<file path="config.mk">
export PLATFORM = sky130hd
export DESIGN_NAME = maze_wall_map_unit
export DESIGN_NICKNAME = d
export VERILOG_FILES = /design/src/hdl/maze_wm_pkg.sv /design/src/hdl/maze_wall_map_unit.sv /design/src/hdl/maze_wm_ram.sv /design/src/hdl/maze_wm_ctrl.sv
export VERILOG_INCLUDE_DIRS = /design/src /design/src/hdl
export SDC_FILE = /design/constraint.sdc
export NUM_CORES = 1
export LEC_CHECK = 0
export CAP_MARGIN = 0
export CORE_ASPECT_RATIO = 0.8
export CORE_MARGIN = 3
export CORE_UTILIZATION = 40
export CTS_CLUSTER_DIAMETER = 120
export DETAILED_ROUTE_END_ITERATION = 10
export DONT_BUFFER_PORTS = 1
export MAX_ROUTING_LAYER = met4
export PLACE_DENSITY = 0.57
export SYNTH_ARGS = -nofsm -noshare
export SYNTH_HDL_FRONTEND = slang
export SYNTH_SLANG_ARGS = --single-unit
export TNS_END_PERCENT = 1
</file>
<file path="constraint.sdc">
create_clock -name clock -period 13.2 [get_ports clock]
set_input_delay 0.66 -clock clock [delete_from_list [all_inputs] [get_ports clock]]
set_output_delay 0.66 -clock clock [all_outputs]
set_load 0.005 [all_outputs]
</file>
<file path="src/hdl/maze_wall_map_unit_defines.svh">
// assertion macros used by the wall map sequencer rtl
`ifndef MAZE_WALL_MAP_UNIT_DEFINES_SVH
`define MAZE_WALL_MAP_UNIT_DEFINES_SVH
`ifndef SYNTHESIS
`define WM_ASSERT_IMP(label, clk, rst, ante, cons) \
   label: assert property (@(posedge clk) disable iff (rst) (ante) |-> (cons)) \
      else $error("wall map: same-cycle check failed");
`define WM_ASSERT_NXT(label, clk, rst, ante, cons) \
   label: assert property (@(posedge clk) disable iff (rst) (ante) |=> (cons)) \
      else $error("wall map: next-cycle check failed");
`else
`define WM_ASSERT_IMP(label, clk, rst, ante, cons)
`define WM_ASSERT_NXT(label, clk, rst, ante, cons)
`endif
`endif

</file>
<file path="src/hdl/maze_wm_pkg.sv">
package maze_wm_pkg;

   localparam int MAX_COLUMNS_DEF = 16;
   localparam int MAX_ROWS_DEF    = 16;

   localparam int MASK_W = 4;
   localparam int SIZE_W = 5;
   localparam int KIND_W = 3;
   localparam int COORD_W = 4;

   // operation codes
   localparam logic [KIND_W-1:0] KIND_CLEAR = 3'd0;
   localparam logic [KIND_W-1:0] KIND_BOX   = 3'd1;
   localparam logic [KIND_W-1:0] KIND_SET   = 3'd2;
   localparam logic [KIND_W-1:0] KIND_CLR   = 3'd3;
   localparam logic [KIND_W-1:0] KIND_QUERY = 3'd4;

   // wall bits, rows grow to the north
   localparam logic [MASK_W-1:0] WALL_N = 4'd1;
   localparam logic [MASK_W-1:0] WALL_S = 4'd2;
   localparam logic [MASK_W-1:0] WALL_E = 4'd4;
   localparam logic [MASK_W-1:0] WALL_W = 4'd8;

   typedef struct packed {
      logic              coord_error;
      logic              wall_present;
      logic [MASK_W-1:0] cell_walls;
   } wm_result_type;

   typedef enum logic [3:0] {
      ST_INIT,
      ST_IDLE,
      ST_WIPE,
      ST_BOX,
      ST_BOX_END,
      ST_LOOK,
      ST_RES,
      ST_NB_RD,
      ST_NB_WR
   } fsm_state_type;

endpackage

</file>
<file path="src/hdl/maze_wall_map_unit.sv">
// channel     | direction | transfer when           | payload
// req         | in        | req_tvalid & req_tready | tuser kind, tdata col/row/wall_mask
// rsp         | out       | rsp_tvalid & rsp_tready | tdata cell_walls/wall_present/coord_error
// csr         | in/out    | psel&penable&pwrite     | maze_width at 0x0, maze_height at 0x4
//
// query or wall change without a neighbour: IDLE then RES; a mirrored change adds NB_RD, NB_WR
// box walks the used rectangle through one read and one write port, then BOX_END, LOOK, RES
// clear grid writes every memory entry once
// after reset the same sweep zeroes the memory while req_tready is low
// one result waits in the output register while the next request is taken; a second waits inside
module maze_wall_map_unit
   import maze_wm_pkg::*;
#(
   parameter int MAX_COLUMNS = MAX_COLUMNS_DEF,
   parameter int MAX_ROWS    = MAX_ROWS_DEF
) (
   input  logic        clock,
   input  logic        reset,
   // request stream
   input  logic        req_tvalid,
   output logic        req_tready,
   input  logic [15:0] req_tdata,   // col[3:0], row[7:4], wall_mask[11:8], zero fill
   input  logic [2:0]  req_tuser,   // kind[2:0]
   // result stream
   output logic        rsp_tvalid,
   input  logic        rsp_tready,
   output logic [7:0]  rsp_tdata,   // cell_walls[3:0], wall_present[4], coord_error[5], zero fill
   // register port
   input  logic        csr_psel,
   input  logic        csr_penable,
   input  logic        csr_pwrite,
   input  logic [2:0]  csr_paddr,
   input  logic [31:0] csr_pwdata,
   output logic [31:0] csr_prdata,
   output logic        csr_pready
);

   localparam int DEPTH  = MAX_COLUMNS * MAX_ROWS;
   localparam int ADDR_W = $clog2(DEPTH);

   // register index decoded from the word address
   localparam logic CSR_IDX_WIDTH  = 1'b0;
   localparam logic CSR_IDX_HEIGHT = 1'b1;

   logic [SIZE_W-1:0] width_ff, width_in;
   logic [SIZE_W-1:0] height_ff, height_in;
   logic              rsp_valid_ff, rsp_valid_in;
   wm_result_type     rsp_data_ff, rsp_data_in;

   logic              csr_write;
   logic              res_ready;
   logic              res_valid;
   wm_result_type     res;

   logic              mem_we;
   logic [ADDR_W-1:0] mem_waddr;
   logic [MASK_W-1:0] mem_wdata;
   logic              mem_re;
   logic [ADDR_W-1:0] mem_raddr;
   logic [MASK_W-1:0] mem_rdata;

   // register port: zero wait states
   assign csr_pready = 1'b1;
   assign csr_write  = csr_psel && csr_penable && csr_pwrite && csr_pready;

   always_comb begin
      width_in  = width_ff;
      height_in = height_ff;
      if (csr_write) begin
         case (csr_paddr[2])
            CSR_IDX_WIDTH:  width_in  = csr_pwdata[SIZE_W-1:0];
            CSR_IDX_HEIGHT: height_in = csr_pwdata[SIZE_W-1:0];
            default:        width_in  = width_ff;
         endcase
      end
   end

   always_comb begin
      case (csr_paddr[2])
         CSR_IDX_WIDTH:  csr_prdata = 32'(width_ff);
         CSR_IDX_HEIGHT: csr_prdata = 32'(height_ff);
         default:        csr_prdata = '0;
      endcase
   end

   // sequencer: decodes the request, drives the memory, holds one result
   maze_wm_ctrl #(
      .MAX_COLUMNS (MAX_COLUMNS),
      .MAX_ROWS    (MAX_ROWS),
      .DEPTH       (DEPTH),
      .ADDR_W      (ADDR_W)
   ) u_ctrl (
      .clock       (clock),
      .reset       (reset),
      .maze_width  (width_ff),
      .maze_height (height_ff),
      .req_valid   (req_tvalid),
      .req_ready   (req_tready),
      .req_kind    (req_tuser[KIND_W-1:0]),
      .req_col     (req_tdata[3:0]),
      .req_row     (req_tdata[7:4]),
      .req_mask    (req_tdata[11:8]),
      .res_ready   (res_ready),
      .res_valid   (res_valid),
      .res         (res),
      .mem_we      (mem_we),
      .mem_waddr   (mem_waddr),
      .mem_wdata   (mem_wdata),
      .mem_re      (mem_re),
      .mem_raddr   (mem_raddr),
      .mem_rdata   (mem_rdata)
   );

   // wall masks, one entry per cell, row-major at MAX_COLUMNS stride
   maze_wm_ram #(
      .DEPTH  (DEPTH),
      .ADDR_W (ADDR_W)
   ) u_ram (
      .clock (clock),
      .we    (mem_we),
      .waddr (mem_waddr),
      .wdata (mem_wdata),
      .re    (mem_re),
      .raddr (mem_raddr),
      .rdata (mem_rdata)
   );

   // output register parts the result stream from the sequencer
   assign res_ready    = !rsp_valid_ff || rsp_tready;
   assign rsp_valid_in = (res_valid && res_ready) ? 1'b1 : (rsp_tready ? 1'b0 : rsp_valid_ff);
   assign rsp_data_in  = (res_valid && res_ready) ? res : rsp_data_ff;

   always_ff @(posedge clock) begin
      if (reset) begin
         width_ff     <= SIZE_W'(MAX_COLUMNS_DEF);
         height_ff    <= SIZE_W'(MAX_ROWS_DEF);
         rsp_valid_ff <= 1'b0;
      end else begin
         width_ff     <= width_in;
         height_ff    <= height_in;
         rsp_valid_ff <= rsp_valid_in;
      end
   end

   always_ff @(posedge clock) begin
      rsp_data_ff <= rsp_data_in;
   end

   assign rsp_tvalid = rsp_valid_ff;
   assign rsp_tdata  = {2'b00, rsp_data_ff.coord_error, rsp_data_ff.wall_present,
                        rsp_data_ff.cell_walls};

endmodule

</file>
<file path="src/hdl/maze_wm_ram.sv">
module maze_wm_ram
   import maze_wm_pkg::*;
#(
   parameter int DEPTH  = MAX_COLUMNS_DEF * MAX_ROWS_DEF,
   parameter int ADDR_W = $clog2(DEPTH)
) (
   input  logic              clock,
   input  logic              we,
   input  logic [ADDR_W-1:0] waddr,
   input  logic [MASK_W-1:0] wdata,
   input  logic              re,
   input  logic [ADDR_W-1:0] raddr,
   output logic [MASK_W-1:0] rdata
);

   logic [MASK_W-1:0] wall_mem [DEPTH];
   logic [MASK_W-1:0] rdata_ff;

   always_ff @(posedge clock) begin
      if (we) begin
         wall_mem[waddr] <= wdata;
      end
      if (re) begin
         rdata_ff <= wall_mem[raddr];
      end
   end

   assign rdata = rdata_ff;

endmodule

</file>
<file path="src/hdl/maze_wm_ctrl.sv">
`include "maze_wall_map_unit_defines.svh"

module maze_wm_ctrl
   import maze_wm_pkg::*;
#(
   parameter int MAX_COLUMNS = MAX_COLUMNS_DEF,
   parameter int MAX_ROWS    = MAX_ROWS_DEF,
   parameter int DEPTH       = MAX_COLUMNS_DEF * MAX_ROWS_DEF,
   parameter int ADDR_W      = $clog2(DEPTH)
) (
   input  logic               clock,
   input  logic               reset,
   input  logic [SIZE_W-1:0]  maze_width,
   input  logic [SIZE_W-1:0]  maze_height,
   input  logic               req_valid,
   output logic               req_ready,
   input  logic [KIND_W-1:0]  req_kind,
   input  logic [COORD_W-1:0] req_col,
   input  logic [COORD_W-1:0] req_row,
   input  logic [MASK_W-1:0]  req_mask,
   input  logic               res_ready,
   output logic               res_valid,
   output wm_result_type      res,
   output logic               mem_we,
   output logic [ADDR_W-1:0]  mem_waddr,
   output logic [MASK_W-1:0]  mem_wdata,
   output logic               mem_re,
   output logic [ADDR_W-1:0]  mem_raddr,
   input  logic [MASK_W-1:0]  mem_rdata
);

   localparam int COL_W  = $clog2(MAX_COLUMNS);
   localparam int ROW_W  = $clog2(MAX_ROWS);
   localparam int NCOL_W = $clog2(MAX_COLUMNS + 1);
   localparam int NROW_W = $clog2(MAX_ROWS + 1);
   localparam logic [ADDR_W-1:0] LAST_ADDR = ADDR_W'(DEPTH - 1);

   function automatic logic [ADDR_W-1:0] cell_addr(input logic [COL_W-1:0] c,
                                                   input logic [ROW_W-1:0] r);
      return ADDR_W'(32'(r) * MAX_COLUMNS + 32'(c));
   endfunction

   fsm_state_type state_ff, state_in;

   logic [KIND_W-1:0] kind_ff, kind_in;
   logic [COL_W-1:0]  col_ff, col_in;
   logic [ROW_W-1:0]  row_ff, row_in;
   logic [MASK_W-1:0] mask_ff, mask_in;
   logic              inside_ff, inside_in;
   logic [ADDR_W-1:0] wipe_ff, wipe_in;
   logic [COL_W-1:0]  bx_ff, bx_in;
   logic [ROW_W-1:0]  by_ff, by_in;
   logic              bpend_ff, bpend_in;
   logic [ADDR_W-1:0] bwa_ff, bwa_in;
   logic [MASK_W-1:0] bbits_ff, bbits_in;
   logic [ADDR_W-1:0] nb_addr_ff, nb_addr_in;
   logic [MASK_W-1:0] nb_bits_ff, nb_bits_in;
   wm_result_type     hold_ff, hold_in;
   logic              hold_vld_ff, hold_vld_in;

   logic [NCOL_W-1:0] used_cols;
   logic [NROW_W-1:0] used_rows;
   logic              req_inside;
   logic              req_accept;
   logic              wipe_last;
   logic              box_last_col;
   logic              box_last_row;
   logic [MASK_W-1:0] box_bits;
   logic [ADDR_W-1:0] tgt_addr;
   logic              set_on;
   logic              is_dir;
   logic              nb_ok;
   logic [ADDR_W-1:0] nb_addr;
   logic [MASK_W-1:0] nb_bits;
   logic              wall_change;
   logic [MASK_W-1:0] changed;
   logic [MASK_W-1:0] walls;
   logic              hold_load;
   wm_result_type     hold_data;

   // size in use, saturated into 1..max
   always_comb begin
      if (maze_width == '0) begin
         used_cols = NCOL_W'(1);
      end else if (32'(maze_width) > MAX_COLUMNS) begin
         used_cols = NCOL_W'(MAX_COLUMNS);
      end else begin
         used_cols = NCOL_W'(maze_width);
      end
      if (maze_height == '0) begin
         used_rows = NROW_W'(1);
      end else if (32'(maze_height) > MAX_ROWS) begin
         used_rows = NROW_W'(MAX_ROWS);
      end else begin
         used_rows = NROW_W'(maze_height);
      end
   end

   assign req_inside = (32'(req_col) < 32'(used_cols)) && (32'(req_row) < 32'(used_rows));
   assign req_ready  = (state_ff == ST_IDLE) && (!hold_vld_ff || res_ready);
   assign req_accept = req_valid && req_ready;
   assign wipe_last  = (wipe_ff == LAST_ADDR);

   // perimeter walk
   assign box_last_col = (32'(bx_ff) == 32'(used_cols) - 32'd1);
   assign box_last_row = (32'(by_ff) == 32'(used_rows) - 32'd1);
   assign box_bits = ((by_ff == '0) ? WALL_S : '0) | (box_last_row ? WALL_N : '0)
                   | ((bx_ff == '0) ? WALL_W : '0) | (box_last_col ? WALL_E : '0);

   assign tgt_addr = cell_addr(col_ff, row_ff);
   assign set_on   = (kind_ff == KIND_SET);

   // mirrored neighbour of a single-direction change
   always_comb begin
      is_dir  = 1'b1;
      nb_ok   = 1'b0;
      nb_addr = '0;
      nb_bits = '0;
      case (mask_ff)
         WALL_N: begin
            nb_ok   = (32'(row_ff) + 32'd1 < 32'(used_rows));
            nb_addr = cell_addr(col_ff, row_ff + ROW_W'(1));
            nb_bits = WALL_S;
         end
         WALL_S: begin
            nb_ok   = (row_ff != '0);
            nb_addr = cell_addr(col_ff, row_ff - ROW_W'(1));
            nb_bits = WALL_N;
         end
         WALL_E: begin
            nb_ok   = (32'(col_ff) + 32'd1 < 32'(used_cols));
            nb_addr = cell_addr(col_ff + COL_W'(1), row_ff);
            nb_bits = WALL_W;
         end
         WALL_W: begin
            nb_ok   = (col_ff != '0);
            nb_addr = cell_addr(col_ff - COL_W'(1), row_ff);
            nb_bits = WALL_E;
         end
         default: begin
            is_dir = 1'b0;
         end
      endcase
   end

   assign wall_change = inside_ff && is_dir && ((kind_ff == KIND_SET) || (kind_ff == KIND_CLR));
   assign changed = set_on ? (mem_rdata | mask_ff) : (mem_rdata & ~mask_ff);
   assign walls   = inside_ff ? (wall_change ? changed : mem_rdata) : '0;

   // next state
   always_comb begin
      state_in = state_ff;
      case (state_ff)
         ST_INIT: begin
            if (wipe_last) begin
               state_in = ST_IDLE;
            end
         end
         ST_IDLE: begin
            if (req_accept) begin
               case (req_kind)
                  KIND_CLEAR: state_in = ST_WIPE;
                  KIND_BOX:   state_in = ST_BOX;
                  default:    state_in = ST_RES;
               endcase
            end
         end
         ST_WIPE: begin
            if (wipe_last) begin
               state_in = ST_IDLE;
            end
         end
         ST_BOX: begin
            if (box_last_col && box_last_row) begin
               state_in = ST_BOX_END;
            end
         end
         ST_BOX_END: state_in = ST_LOOK;
         ST_LOOK:    state_in = ST_RES;
         ST_RES: begin
            if (wall_change && nb_ok) begin
               state_in = ST_NB_RD;
            end else begin
               state_in = ST_IDLE;
            end
         end
         ST_NB_RD: state_in = ST_NB_WR;
         ST_NB_WR: state_in = ST_IDLE;
         default:  state_in = ST_IDLE;
      endcase
   end

   // memory controls and datapath registers
   always_comb begin
      mem_we     = 1'b0;
      mem_waddr  = '0;
      mem_wdata  = '0;
      mem_re     = 1'b0;
      mem_raddr  = '0;
      hold_load  = 1'b0;
      hold_data  = '0;
      kind_in    = kind_ff;
      col_in     = col_ff;
      row_in     = row_ff;
      mask_in    = mask_ff;
      inside_in  = inside_ff;
      wipe_in    = wipe_ff;
      bx_in      = bx_ff;
      by_in      = by_ff;
      bpend_in   = bpend_ff;
      bwa_in     = bwa_ff;
      bbits_in   = bbits_ff;
      nb_addr_in = nb_addr_ff;
      nb_bits_in = nb_bits_ff;
      case (state_ff)
         ST_INIT, ST_WIPE: begin
            mem_we    = 1'b1;
            mem_waddr = wipe_ff;
            wipe_in   = wipe_last ? '0 : wipe_ff + ADDR_W'(1);
            if ((state_ff == ST_WIPE) && wipe_last) begin
               hold_load = 1'b1;
            end
         end
         ST_IDLE: begin
            mem_raddr = req_inside ? cell_addr(COL_W'(req_col), ROW_W'(req_row)) : '0;
            mem_re    = req_accept;
            if (req_accept) begin
               kind_in   = req_kind;
               col_in    = COL_W'(req_col);
               row_in    = ROW_W'(req_row);
               mask_in   = req_mask;
               inside_in = req_inside;
               wipe_in   = '0;
               bx_in     = '0;
               by_in     = '0;
               bpend_in  = 1'b0;
            end
         end
         ST_BOX: begin
            // read this cell while writing back the one before
            mem_re    = 1'b1;
            mem_raddr = cell_addr(bx_ff, by_ff);
            mem_we    = bpend_ff;
            mem_waddr = bwa_ff;
            mem_wdata = mem_rdata | bbits_ff;
            bpend_in  = 1'b1;
            bwa_in    = cell_addr(bx_ff, by_ff);
            bbits_in  = box_bits;
            if (box_last_col) begin
               bx_in = '0;
               by_in = by_ff + ROW_W'(1);
            end else begin
               bx_in = bx_ff + COL_W'(1);
            end
         end
         ST_BOX_END: begin
            mem_we    = 1'b1;
            mem_waddr = bwa_ff;
            mem_wdata = mem_rdata | bbits_ff;
         end
         ST_LOOK: begin
            mem_re    = 1'b1;
            mem_raddr = inside_ff ? tgt_addr : '0;
         end
         ST_RES: begin
            hold_load              = 1'b1;
            hold_data.cell_walls   = walls;
            hold_data.wall_present = |(walls & mask_ff);
            hold_data.coord_error  = !inside_ff && (kind_ff != KIND_BOX);
            mem_we                 = wall_change;
            mem_waddr              = tgt_addr;
            mem_wdata              = changed;
            nb_addr_in             = nb_addr;
            nb_bits_in             = nb_bits;
         end
         ST_NB_RD: begin
            mem_re    = 1'b1;
            mem_raddr = nb_addr_ff;
         end
         ST_NB_WR: begin
            mem_we    = 1'b1;
            mem_waddr = nb_addr_ff;
            mem_wdata = set_on ? (mem_rdata | nb_bits_ff) : (mem_rdata & ~nb_bits_ff);
         end
         default: begin
            mem_we = 1'b0;
         end
      endcase
   end

   assign hold_in     = hold_load ? hold_data : hold_ff;
   assign hold_vld_in = hold_load ? 1'b1 : (res_ready ? 1'b0 : hold_vld_ff);
   assign res_valid   = hold_vld_ff;
   assign res         = hold_ff;

   always_ff @(posedge clock) begin
      if (reset) begin
         state_ff    <= ST_INIT;
         wipe_ff     <= '0;
         bpend_ff    <= 1'b0;
         hold_vld_ff <= 1'b0;
      end else begin
         state_ff    <= state_in;
         wipe_ff     <= wipe_in;
         bpend_ff    <= bpend_in;
         hold_vld_ff <= hold_vld_in;
      end
   end

   always_ff @(posedge clock) begin
      kind_ff    <= kind_in;
      col_ff     <= col_in;
      row_ff     <= row_in;
      mask_ff    <= mask_in;
      inside_ff  <= inside_in;
      bx_ff      <= bx_in;
      by_ff      <= by_in;
      bwa_ff     <= bwa_in;
      bbits_ff   <= bbits_in;
      nb_addr_ff <= nb_addr_in;
      nb_bits_ff <= nb_bits_in;
      hold_ff    <= hold_in;
   end

   `WM_ASSERT_IMP(a_no_rw_same_cell, clock, reset, mem_we && mem_re, mem_waddr != mem_raddr)
   `WM_ASSERT_IMP(a_hold_free, clock, reset, hold_load, !hold_vld_ff || res_ready)
   `WM_ASSERT_NXT(a_accept_leaves_idle, clock, reset, req_accept, state_ff != ST_IDLE)
   `WM_ASSERT_IMP(a_nb_write_after_read, clock, reset, state_ff == ST_NB_WR, $past(state_ff) == ST_NB_RD)

endmodule

</file>
==> results.md <==
* Run status: finished with violations
* Violated checks: capacitance limit
* Die height at between 300 and 400 um
* Routability congestion estimate at between 0.8 and 0.9
* Mapped Area at around 47000 um2
* Routed wire length per instance at roughly 28 um
* Global-route usage over all layers at between 20% and 30%
* Post-synth ARST share at 0%
* Maximum clock insertion buffer count at 3
* Crit path max fanout at 35
* Grt total ovfl at 0
* Final Hold Viols at 0
* Post-CTS clock slew at the launch and capture registers of the worst setup and hold paths at 0.06 ns
* Clock network fraction of total power at ~44%
* Worst Max-Slew Pin Slew at ~1.5 ns
* Fraction of power consumed by sequential logic at a little under three fifths
* Detailed Place HPWL at approximately 83000 um
* Overall via count from detail_route at between 30000 and 40000
* Depth of the CTS H-tree at 3
* NetSw at around 1.4 mW
* Final worst-path cycle share at 52.1%
* Total Negative Setup Slacks at 0 ns
* Ratio of cells with drive above 1 in the final layout at under 10%
* Unrepaired setup endpoints after global routing: false
* Total leakage power at between 15 and 20 nW
* Antenna violations before repair at 5
* Number of flops mapped to enable cells by yosys at between 1000 and 1500
* Pwr dens at ~130 nW/um2
* Cell area after placement at slightly below 50000 um2
* Number of nets in the layout at about 3800
* Final antenna-violating net count at 0
* Share of total power in combinational logic at 0.9%
* Worst rel slew slack at 0.0696%
* Cts repair resizes at 0
* Share of synthesized area occupied by flip-flops and latches at 69.8%
* Worst clock skew at between 0.02 and 0.025 ns
* Worst min-delay path class: input port to flip-flop
* Vias in the first global route at around 30000
* Proportion of total power due to net switching at about 20%
* Initial core utilization at roughly two fifths
* Drt via density at 5.91
* TritonCTS buffer count at between 100 and 150
* Row count at 112
* Final setup fails at 0
* Area of all placed cells without fillers at roughly 52000 um2
* Element type at the critical path start: flip-flop
* Total count of max-transition violations in the final report at 0
* Clock tree from TritonCTS: built
* Gate Count Post-Synth at between 3000 and 4000
* Worst hold slack across all endpoints at a little under 0.05 ns
* Critical path endpoint category: flip-flop
* Total die area at 123000 um2
* Required time at the endpoint of the critical path at roughly 14 ns
* Max-cap check violation count at 1
* Clk root buf: sky130_fd_sc_hd__clkbuf_16
* Number of instances on the worst hold path at 0
* Post-synthesis to final-layout area growth at 10.4%
* Design internal power at ~5.6 mW
* Yosys Warn Count at 0
* Wire length of the first global-routing pass at about 210000 um
* Tot Pwr at just under 7 mW
* Per-instance average area after synthesis at about 13 um2
* Wire length after detailed routing at 146000 um
* Peak supply drop at approximately 0.088 mV
* Width of the chip at around 390 um
* Length of the first detailed-routing pass in iterations at 8
* Ys flop type: sky130_fd_sc_hd__edfxtp_1
* Clk sinks at 1113
* Std-Cell Core Area at between 100000 and 150000 um2
* I/O Buffers at 0
* Detailed-route DRC error count at 0
* Clock insertion delay at the later pin of the skew report at just over 0.7 ns
* Maximum clock frequency at 145 MHz
* Number of library cell types mapped by synthesis at 85
* Endpoint arrival time on the critical path at roughly 7.3 ns
* Final core utilization at between 40% and 50%
* Category of the most critical setup path: flip-flop to flip-flop
* Number of register bits inferred by synthesis at 1113
* DRT iter0 DRCs at approximately 4300
* Time the worst path needs with I/O delays and setup at a little under 7 ns
* Depth of the worst register-to-register path at 17
* Largest net degree at the start of global routing at 205
* Total I/O pin count at 104
-- cell type report --
type	instances	area [um2]
Fill cell	10500	64900
Clock buffer	136	2830
Inverter	31	116
Multi-Input combinational cell	2350	13200
Timing Repair Buffer	68	606
Clock inverter	56	576
Sequential cell	1113	33200
Tap cell	1539	1930
Antenna cell	4	10.0
-- path summary, 6_finish.rpt --
check                                                  from  slack, ns                          to
worst min-delay path                           req_tdata[5]       0.05  u_ctrl.row_ff[1]$_DFFE_PP_
worst max register to register     width_ff[4]$_SDFFE_PP1P_       6.32    u_ram.rdata[0]$_DFFE_PP_
worst max-delay path               width_ff[4]$_SDFFE_PP1P_       6.32    u_ram.rdata[0]$_DFFE_PP_
worst min register to register  u_ctrl.res[5]$_SDFFCE_PN0P_       0.43      rsp_tdata[5]$_DFFE_PP_
-- power by group through the flow --
stage / clock network, mW / registers, mW / logic, mW
2_1_floorplan: 0 / 3.90 / 0.0401
3_3_place_gp: 0 / 3.90 / 0.0584
3_5_place_dp: 0 / 3.90 / 0.0588
4_1_cts: 3.09 / 3.83 / 0.0602
5_1_grt: 3.23 / 3.83 / 0.0659
6_report: 3.06 / 3.83 / 0.0626
-- cells in the final DEF, fill, tap and decap left out, drive strengths merged, types with 25 or more instances in the layout --
master,instances
o21ai,46
and3,63
nor3,32
ha,29
edfxtp,1088
a21oi,109
nand4,49
buf,65
nand3,204
conb,30
mux2i,155
a32oi,34
inv,34
a31oi,43
nand2,807
clkbuf,136
nor2,363
clkinv,42
a311oi,49
dfxtp,25
-- registers in the layout, indices dropped and copies added, names as in the netlist, 5 cells and up --
name / cells
u_ctrl.nb_addr_ff: 8
u_ram.wall_mem: 1024
u_ctrl.wipe_ff: 8
width_ff: 5
height_ff: 5
u_ctrl.bwa_ff: 8
rsp_tdata: 6
u_ctrl.res: 6
-- worst max-delay path: stages (launching register included) --
cell and delay, ns:
sky130_fd_sc_hd__dfxtp_1 0.41, sky130_fd_sc_hd__inv_1 0.24, sky130_fd_sc_hd__nand2_1 0.13, sky130_fd_sc_hd__ha_1 0.34, sky130_fd_sc_hd__a211oi_1 0.10, sky130_fd_sc_hd__o32ai_1 0.89
sky130_fd_sc_hd__nor4_2 0.05, sky130_fd_sc_hd__buf_4 0.24, sky130_fd_sc_hd__a21oi_4 0.15, sky130_fd_sc_hd__buf_4 0.37, sky130_fd_sc_hd__buf_4 0.54, sky130_fd_sc_hd__buf_4 0.61
sky130_fd_sc_hd__and3_1 0.26, sky130_fd_sc_hd__a311oi_1 0.06, sky130_fd_sc_hd__nor4_1 0.41, sky130_fd_sc_hd__a21oi_1 0.14, sky130_fd_sc_hd__nor4_1 1.23, sky130_fd_sc_hd__o32ai_1 0.34
-- logic make-up after synthesis --
logic type / count (synthesis) / synth area share [%]
AO/OA/AOI/OAI: 503 / 7.71
XOR/XNOR: 22 / 0.406
adder cells (fa/ha/maj): 31 / 0.848
buffers and inverters: 307 / 3.13
flip-flops: 1113 / 69.8
multiplexers: 169 / 3.60
other: 2 / 0.0158
AND/OR/NAND/NOR: 1595 / 14.4
-- synthesized netlist by cell type (20+ instances only) --
cell type                     n  share of area [%]
sky130_fd_sc_hd__edfxtp_1  1088                 69
sky130_fd_sc_hd__nand2_1    807                6.4
sky130_fd_sc_hd__nor2_1     362                2.9
sky130_fd_sc_hd__nand3_1    204                2.1
sky130_fd_sc_hd__mux2i_1    155                3.3
sky130_fd_sc_hd__clkbuf_1   110               0.87
sky130_fd_sc_hd__a21oi_1    108                1.1
sky130_fd_sc_hd__buf_2       92               0.97
sky130_fd_sc_hd__and3_1      63               0.83
sky130_fd_sc_hd__a311oi_1    49               0.90
sky130_fd_sc_hd__buf_4       49               0.77
sky130_fd_sc_hd__nand4_1     49               0.65
sky130_fd_sc_hd__a31oi_1     43               0.57
sky130_fd_sc_hd__o21ai_0     43               0.45
sky130_fd_sc_hd__a32oi_1     34               0.63
sky130_fd_sc_hd__nor3_1      31               0.33
sky130_fd_sc_hd__inv_1       30               0.24
sky130_fd_sc_hd__ha_1        29               0.76
sky130_fd_sc_hd__dfxtp_1     25                1.1
sky130_fd_sc_hd__o22ai_1     21               0.28
sky130_fd_sc_hd__buf_1       20               0.16
-- timing repair --
action,4_1_cts,5_1_grt
setup buffers,0,0
hold buffers,2,1
endpoints found under the hold margin,13,1
-- metal layers --
| metal | GRT usage, % | wire length [um] | up-vias |
|---|---|---|---|
| met4 | 6.91 | 4070 | 0 |
| met2 | 33.2 | 61500 | 1591 |
| li1 | - | - | 13800 |
| met5 | - | 0 | - |
| met1 | 34.1 | 63400 | 15700 |
| met3 | 7.67 | 16700 | 243 |
-- metrics by stage --
| stage | setup slack, ns | instances |
|---|---|---|
| global placement | 6.62 | 5098 |
| detailed placement | 6.61 | 5098 |
| global route | 6.24 | 5295 |
| floorplan | 2.83 | 3770 |
| finish | 6.32 | 5297 |
| CTS | 6.59 | 5292 |
Power figures use the tool's default switching activity.
